## config.mk

```make
export PLATFORM = sky130hd
export DESIGN_NAME = vpt_div_cell
export DESIGN_NICKNAME = d
export VERILOG_FILES = /design/src/rtl/core/vpt_pkg.sv /design/src/rtl/core/vpt_div_cell.sv
export SDC_FILE = /design/constraint.sdc
export NUM_CORES = 1
export LEC_CHECK = 0
export BUFFER_PORTS_ARGS = -buffer_cell sky130_fd_sc_hd__buf_4
export CAP_MARGIN = 10
export CELL_PAD_IN_SITES_DETAIL_PLACEMENT = 0
export CELL_PAD_IN_SITES_GLOBAL_PLACEMENT = 1
export CORE_AREA = 2 2 152 154
export DETAILED_ROUTE_END_ITERATION = 8
export DIE_AREA = 0 0 154 156
export PLACE_DENSITY_LB_ADDON = 0.08
export SLEW_MARGIN = 20
export SYNTH_ARGS = -nofsm -noshare
export SYNTH_HDL_FRONTEND = slang
export SYNTH_SLANG_ARGS = --single-unit
```

## constraint.sdc

```tcl
create_clock -name clk_i -period 8.65 [get_ports clk_i]
set_input_delay 1.73 -clock clk_i [delete_from_list [all_inputs] [get_ports clk_i]]
set_output_delay 1.73 -clock clk_i [all_outputs]
set_load 0.01 [all_outputs]
```

## src/rtl/core/vpt_pkg.sv

```systemverilog
package vpt_pkg;

  localparam int unsigned CFG_IDX_W  = 3;
  localparam int unsigned CFG_DATA_W = 32;

  // Register indexes of the configuration port.
  localparam logic [CFG_IDX_W-1:0] REG_VIEWPORT_X      = 3'd0;
  localparam logic [CFG_IDX_W-1:0] REG_VIEWPORT_Y      = 3'd1;
  localparam logic [CFG_IDX_W-1:0] REG_VIEWPORT_WIDTH  = 3'd2;
  localparam logic [CFG_IDX_W-1:0] REG_VIEWPORT_HEIGHT = 3'd3;
  localparam logic [CFG_IDX_W-1:0] REG_DEPTH_MIN       = 3'd4;
  localparam logic [CFG_IDX_W-1:0] REG_DEPTH_MAX       = 3'd5;

  localparam logic [11:0] RST_VIEWPORT_WIDTH  = 12'd800;
  localparam logic [11:0] RST_VIEWPORT_HEIGHT = 12'd600;

  // The depth multiply splits the scaled z into an unsigned low part of this width
  // and a signed high part.
  localparam int unsigned LO_W = 24;

  localparam logic signed [127:0] SAT_HI = 128'sh7FFF_FFFF;
  localparam logic signed [127:0] SAT_LO = -128'sh8000_0000;

  typedef struct packed {
    logic signed [31:0] clip_x;
    logic signed [31:0] clip_y;
    logic signed [31:0] clip_z;
    logic signed [31:0] clip_w;
  } in_t;

  typedef struct packed {
    logic signed [31:0] screen_x;
    logic signed [31:0] screen_y;
    logic signed [31:0] screen_z;
    logic signed [31:0] inverse_w;
  } out_t;

  // Coordinates that ride along the divider chain.
  typedef struct packed {
    logic signed [31:0] x;
    logic signed [31:0] y;
    logic signed [31:0] z;
    logic               w_neg;
  } side_t;

  typedef struct packed {
    logic [11:0]        vp_x;
    logic [11:0]        vp_y;
    logic [11:0]        vp_w;
    logic [11:0]        vp_h;
    logic signed [31:0] d_min;
    logic signed [31:0] d_max;
  } cfg_t;

  function automatic logic signed [31:0] sat32(input logic signed [127:0] v);
    logic signed [31:0] r;
    if (v > SAT_HI) begin
      r = 32'sh7FFF_FFFF;
    end else if (v < SAT_LO) begin
      r = -32'sh8000_0000;
    end else begin
      r = v[31:0];
    end
    return r;
  endfunction

endpackage

```

## src/rtl/core/vpt_div_cell.sv

```systemverilog
module vpt_div_cell #(
  parameter int unsigned NW = 33
) (
  input  logic                  clk_i,
  input  logic                  rst_ni,
  input  logic                  valid_i,
  output logic                  ready_o,
  input  logic [31:0]           rem_i,
  input  logic [NW-1:0]         nq_i,
  input  logic [31:0]           uw_i,
  input  vpt_pkg::side_t        side_i,
  output logic                  valid_o,
  input  logic                  ready_i,
  output logic [31:0]           rem_o,
  output logic [NW-1:0]         nq_o,
  output logic [31:0]           uw_o,
  output vpt_pkg::side_t        side_o
);
  import vpt_pkg::*;

  // One restoring division step: numerator bits leave at the top of nq, quotient bits
  // enter at the bottom.
  logic [32:0]   trial;
  logic          fits;
  logic [31:0]   rem_d;
  logic [NW-1:0] nq_d;
  logic          valid_q;
  logic [31:0]   rem_q;
  logic [NW-1:0] nq_q;
  logic [31:0]   uw_q;
  side_t         side_q;

  always_comb begin
    trial = {rem_i, nq_i[NW-1]};
    fits  = (trial >= {1'b0, uw_i});
    rem_d = fits ? 32'(trial - {1'b0, uw_i}) : trial[31:0];
    nq_d  = {nq_i[NW-2:0], fits};
  end

  assign ready_o = ~valid_q | ready_i;

  always_ff @(posedge clk_i or negedge rst_ni) begin
    if (!rst_ni) begin
      valid_q <= 1'b0;
    end else if (ready_o) begin
      valid_q <= valid_i;
    end
  end

  always_ff @(posedge clk_i) begin
    if (ready_o && valid_i) begin
      rem_q  <= rem_d;
      nq_q   <= nq_d;
      uw_q   <= uw_i;
      side_q <= side_i;
    end
  end

  assign valid_o = valid_q;
  assign rem_o   = rem_q;
  assign nq_o    = nq_q;
  assign uw_o    = uw_q;
  assign side_o  = side_q;

endmodule

```

# After elaboration in Yosys (flattened, before gate mapping)
# Cells that the tools add are included.
# classes
add_sub_neg	1
muxes	1
n_reduce_logical	1
order_cmp	1
eq_ne	0
n_bitwise	2
mul	0
div	0
shifts	0
# ops
cell	n
$ge A33 B32 Y1	1
$mux W32	1
$sub A32 B32 Y32	1
$logic_and A1 B1 Y1	1
$not A1 Y1	1
$or A1 B1 Y1	1
# word_totals
output_inout_bits	196
ff_bits	195
latchBits	0
elab_cells	14
inputBits	198
ram_bits	0
mem_count	0
romBits	0

# Depth between registers and ports, before layout
# logic_depth
depth_word	3
depth_mapped	13
depth_no_buf	12

# Least setup slack after synthesis
# No wires, ideal clock.
# synth_timing
path_type	input -> register
from	input port ready_i
to	register nq_q[0], in the netlist nq_o[0] (enable)
path_slack_ns	1.697
arrival_time_ns	6.375
required_ns	8.071
setup_ns	0.579
n_path_buf	0
path_stages	2
path_cell_list	nand2b_1 and2_1
# synth_between
elab_chain_len	2
# synth_rtl
element	line	text
from (decl)	vpt_div_cell.sv:13	input logic ready_i,
$or A1 B1 Y1	vpt_div_cell.sv:40	assign ready_o = ~valid_q | ready_i;
$logic_and A1 B1 Y1	vpt_div_cell.sv:51	if (ready_o && valid_i) begin
to (signal assigned)	vpt_div_cell.sv:53	nq_q <= nq_d;
to (decl)	vpt_div_cell.sv:29	logic [NW-1:0] nq_q;
# Every way passes these cells.
# A chain may end at the register's enable or synchronous reset.

# Worst setup path after layout
# layout_timing
from	input port uw_i[18]
to	register rem_q[10], in the netlist rem_o[10], data pin
# layout_between
elab_chain_len	2
# layout_rtl
element	line	text
from (decl)	vpt_div_cell.sv:10	input logic [31:0] uw_i,
$ge A33 B32 Y1	vpt_div_cell.sv:35	fits = (trial >= {1'b0, uw_i});
$mux W32	vpt_div_cell.sv:36	rem_d = fits ? 32'(trial - {1'b0, uw_i}) : trial[31:0];
net rem_d[10]	vpt_div_cell.sv:25	logic [31:0] rem_d;
to (signal assigned)	vpt_div_cell.sv:52	rem_q <= rem_d;
to (decl)	vpt_div_cell.sv:28	logic [31:0] rem_q;
# The timed path passes the listed nets, and every way through them passes these cells.

==> results.json <==
{
  "post_cts_buffers": 0,
  "place_congestion": 0.830,
  "initial_utilization_pct": 36.1,
  "ys_types": 49,
  "final_area_um2": 12000,
  "diodes": 0,
  "cts.sinks": 195,
  "static-leakage-power_nw": 5.11,
  "fin_worst_skew_ns": 0.00850,
  "place_area_um2": 11300,
  "switching_share_pct": 26.1,
  "synthCells": 543,
  "async_flop_share_pct": 0.513,
  "hold_buffers": 0,
  "setup_viol": 0,
  "rsz0062_at_grt": "no",
  "slew-limit-headroom_pct": 32.0,
  "numCtsBuffers": 17,
  "post-route-min-period_ns": 5.06,
  "tightest_slew_ns": 1.02,
  "vias_per_cell": 4.78,
  "path_max_fanout": 37,
  "via_count": 5918,
  "finalCritPeriodShare_pct": 58.5,
  "synthTopCellsByCount": "edfxtp_1, a21oi_1, inv_1, nor2_1, ha_1",
  "die_area_um2": 24000,
  "yosysTopAreaCell": "edfxtp_1",
  "clock_latency_ns": 0.44,
  "synthTopCellsByArea": "edfxtp_1, ha_1, a21oi_1, inv_1, nor2_1",
  "total_power_mw": 2.39,
  "crit_type": "in -> reg",
  "grt_pass1_wl_um": 35200,
  "finalSetupTns_ns": 0,
  "grt_usage_pct": 19.7,
  "drive_gt1_share_pct": 46.0,
  "cp-start-kind": "input port",
  "nets": 1171,
  "dp_hpwl_um": 19300,
  "hp-class": "reg -> reg",
  "drc_errors": 0,
  "nFillCells": 1966,
  "htreeDepth": 4,
  "arrival_ns": 5.25,
  "synthFlopType": "edfxtp_1",
  "sequentialPowerShare_pct": 47.6,
  "die_y_um": 156,
  "synth_edf_count": 194,
  "syn-cell-area_um2": 8080,
  "report.final.hold_viol_count": 0,
  "grt_max_degree": 76,
  "drv_cap": 0,
  "io_pins": 394,
  "synth_seq_area_share_pct": 72.4,
  "fp-row-count": 55,
  "clockBufferDepth": 2,
  "ctsResizeCount": 0,
  "cp.required_ns": 8.84,
  "core_area_um2": 22400,
  "first_pass_iters": 4,
  "irDropWorstVdd_mv": 0.135,
  "cts_tree": "yes",
  "routed_wl_um": 24500,
  "grt_pass1_vias": 5835,
  "synth-seq-cells": 195,
  "syn_nets": 774,
  "utilization_pct": 53.5,
  "wl_per_cell_um": 19.8,
  "power_density_nw_per_um2": 200,
  "dieWidth_um": 154,
  "hold_start": "valid_o",
  "portBuffers": 393,
  "drt_iter0_drc": 290,
  "clkSlewWorstSetupHoldPaths_ns": 0.08,
  "combPwrFrac_pct": 16.8,
  "synth_top_area_share_pct": 72.1,
  "ant_nets": 0,
  "power_switching_mw": 0.622,
  "synth.most_common_cell": "edfxtp_1",
  "critPathCaptureType": "register",
  "syn_avg_cell_area_um2": 14.9,
  "timing.fmax_ghz": 0.198,
  "r2r_start": "valid_o",
  "slew_viol_final": 0,
  "p_clk_share_pct": 35.6,
  "antenna_found_initial": 2,
  "cp-startpoint": "uw_i[18]",
  "yosysWarnings": 0,
  "clock_tree.root_cell": "clkbuf_16",
  "grt-ovfl-total": 0,
  "internal-power_mw": 1.76,
  "run_status": "completed",
  "syn2layout_area_growth_pct": 48.0
}
## worst paths after layout
path / endpoint / slack [ns] / depth (start not counted)
min in group asynchronous: valid_o / 1.06 / 1
hold / removal: valid_o / 0.58 / 2
setup reg to reg: side_o[31] / 6.05 / 3
hold reg to reg: valid_o / 0.58 / 2
setup / recovery: rem_o[10] / 3.59 / 12
max in group asynchronous: valid_o / 7.51 / 1
## power by group through the flow
stage          combinational, mW  sequential (mW)  clock (mW)
6_report                   0.402             1.13       0.850
5_1_grt                    0.437             1.14       0.903
2_1_floorplan              0.161             1.20           0
4_1_cts                    0.407             1.14       0.869
3_3_place_gp               0.403             1.16           0
3_5_place_dp               0.406             1.16           0
## cells in the final DEF, fill, tap and decap left out, types with 15 or more instances in the layout
cell / instances
edfxtp_1: 194
buf_4: 396
clkbuf_16: 17
nor2_1: 35
xnor2_1: 15
nand2_1: 26
a21oi_1: 56
ha_1: 32
o21ai_0: 16
inv_1: 38
## area by class of cell
cell class | instances | area [µm²] | area share [%]
sequential | 195 | 5850 | 48.9
timing repair buffer | 396 | 2970 | 24.9
multi-input combinational | 292 | 2000 | 16.7
clock buffer | 17 | 425 | 3.56
tap | 285 | 357 | 2.98
clock inverter | 15 | 210 | 1.76
inverter | 38 | 143 | 1.19
## cell families (layout without fill, tap and decap cells)
group / after synthesis / in the layout / synth area share (%)
xor gates and xnor gates: 27 / 27 / 2.93
DFF: 195 / 195 / 72.4
muxes: 11 / 11 / 1.52
buffers and inverters: 56 / 466 / 2.88
adders and majority gates: 33 / 33 / 5.20
AOI/OAI and AO/OA: 119 / 119 / 9.06
and+or+nand+nor: 102 / 102 / 5.99
## registers in the layout (all words and copies together), names as in the netlist
register  cells
rem_o        32
uw_o         32
side_o       97
valid_o       1
nq_o         33
## metrics by stage
step / std cells / setup WS (ns) / hold WS [ns]
floorplan: 543 / 1.70 / 0.622
global route: 1238 / 3.35 / 0.613
CTS: 1238 / 3.52 / 0.579
finish: 1238 / 3.59 / 0.576
detailed placement: 1206 / 3.06 / 0.562
global placement: 1206 / 3.20 / 0.539
## routing by layer
layer | track usage (%) | wire length (µm)
met1 | 22.1 | 9310
met2 | 34.9 | 12700
met3 | 7.53 | 1910
met4 | 5.87 | 597
met5 | 0 | 30
## critical path: stages
cell and delay, ns:
buf_4 0.09, inv_1 0.04, ha_1 0.42, nand4_1 0.21
or4_1 0.51, a21oi_1 0.15, nor3_1 0.09, a211oi_2 0.25
o21ai_2 0.16, o31ai_4 0.67, buf_4 0.50, mux2_2 0.39
No activity file was read; power rests on OpenSTA's default activity.
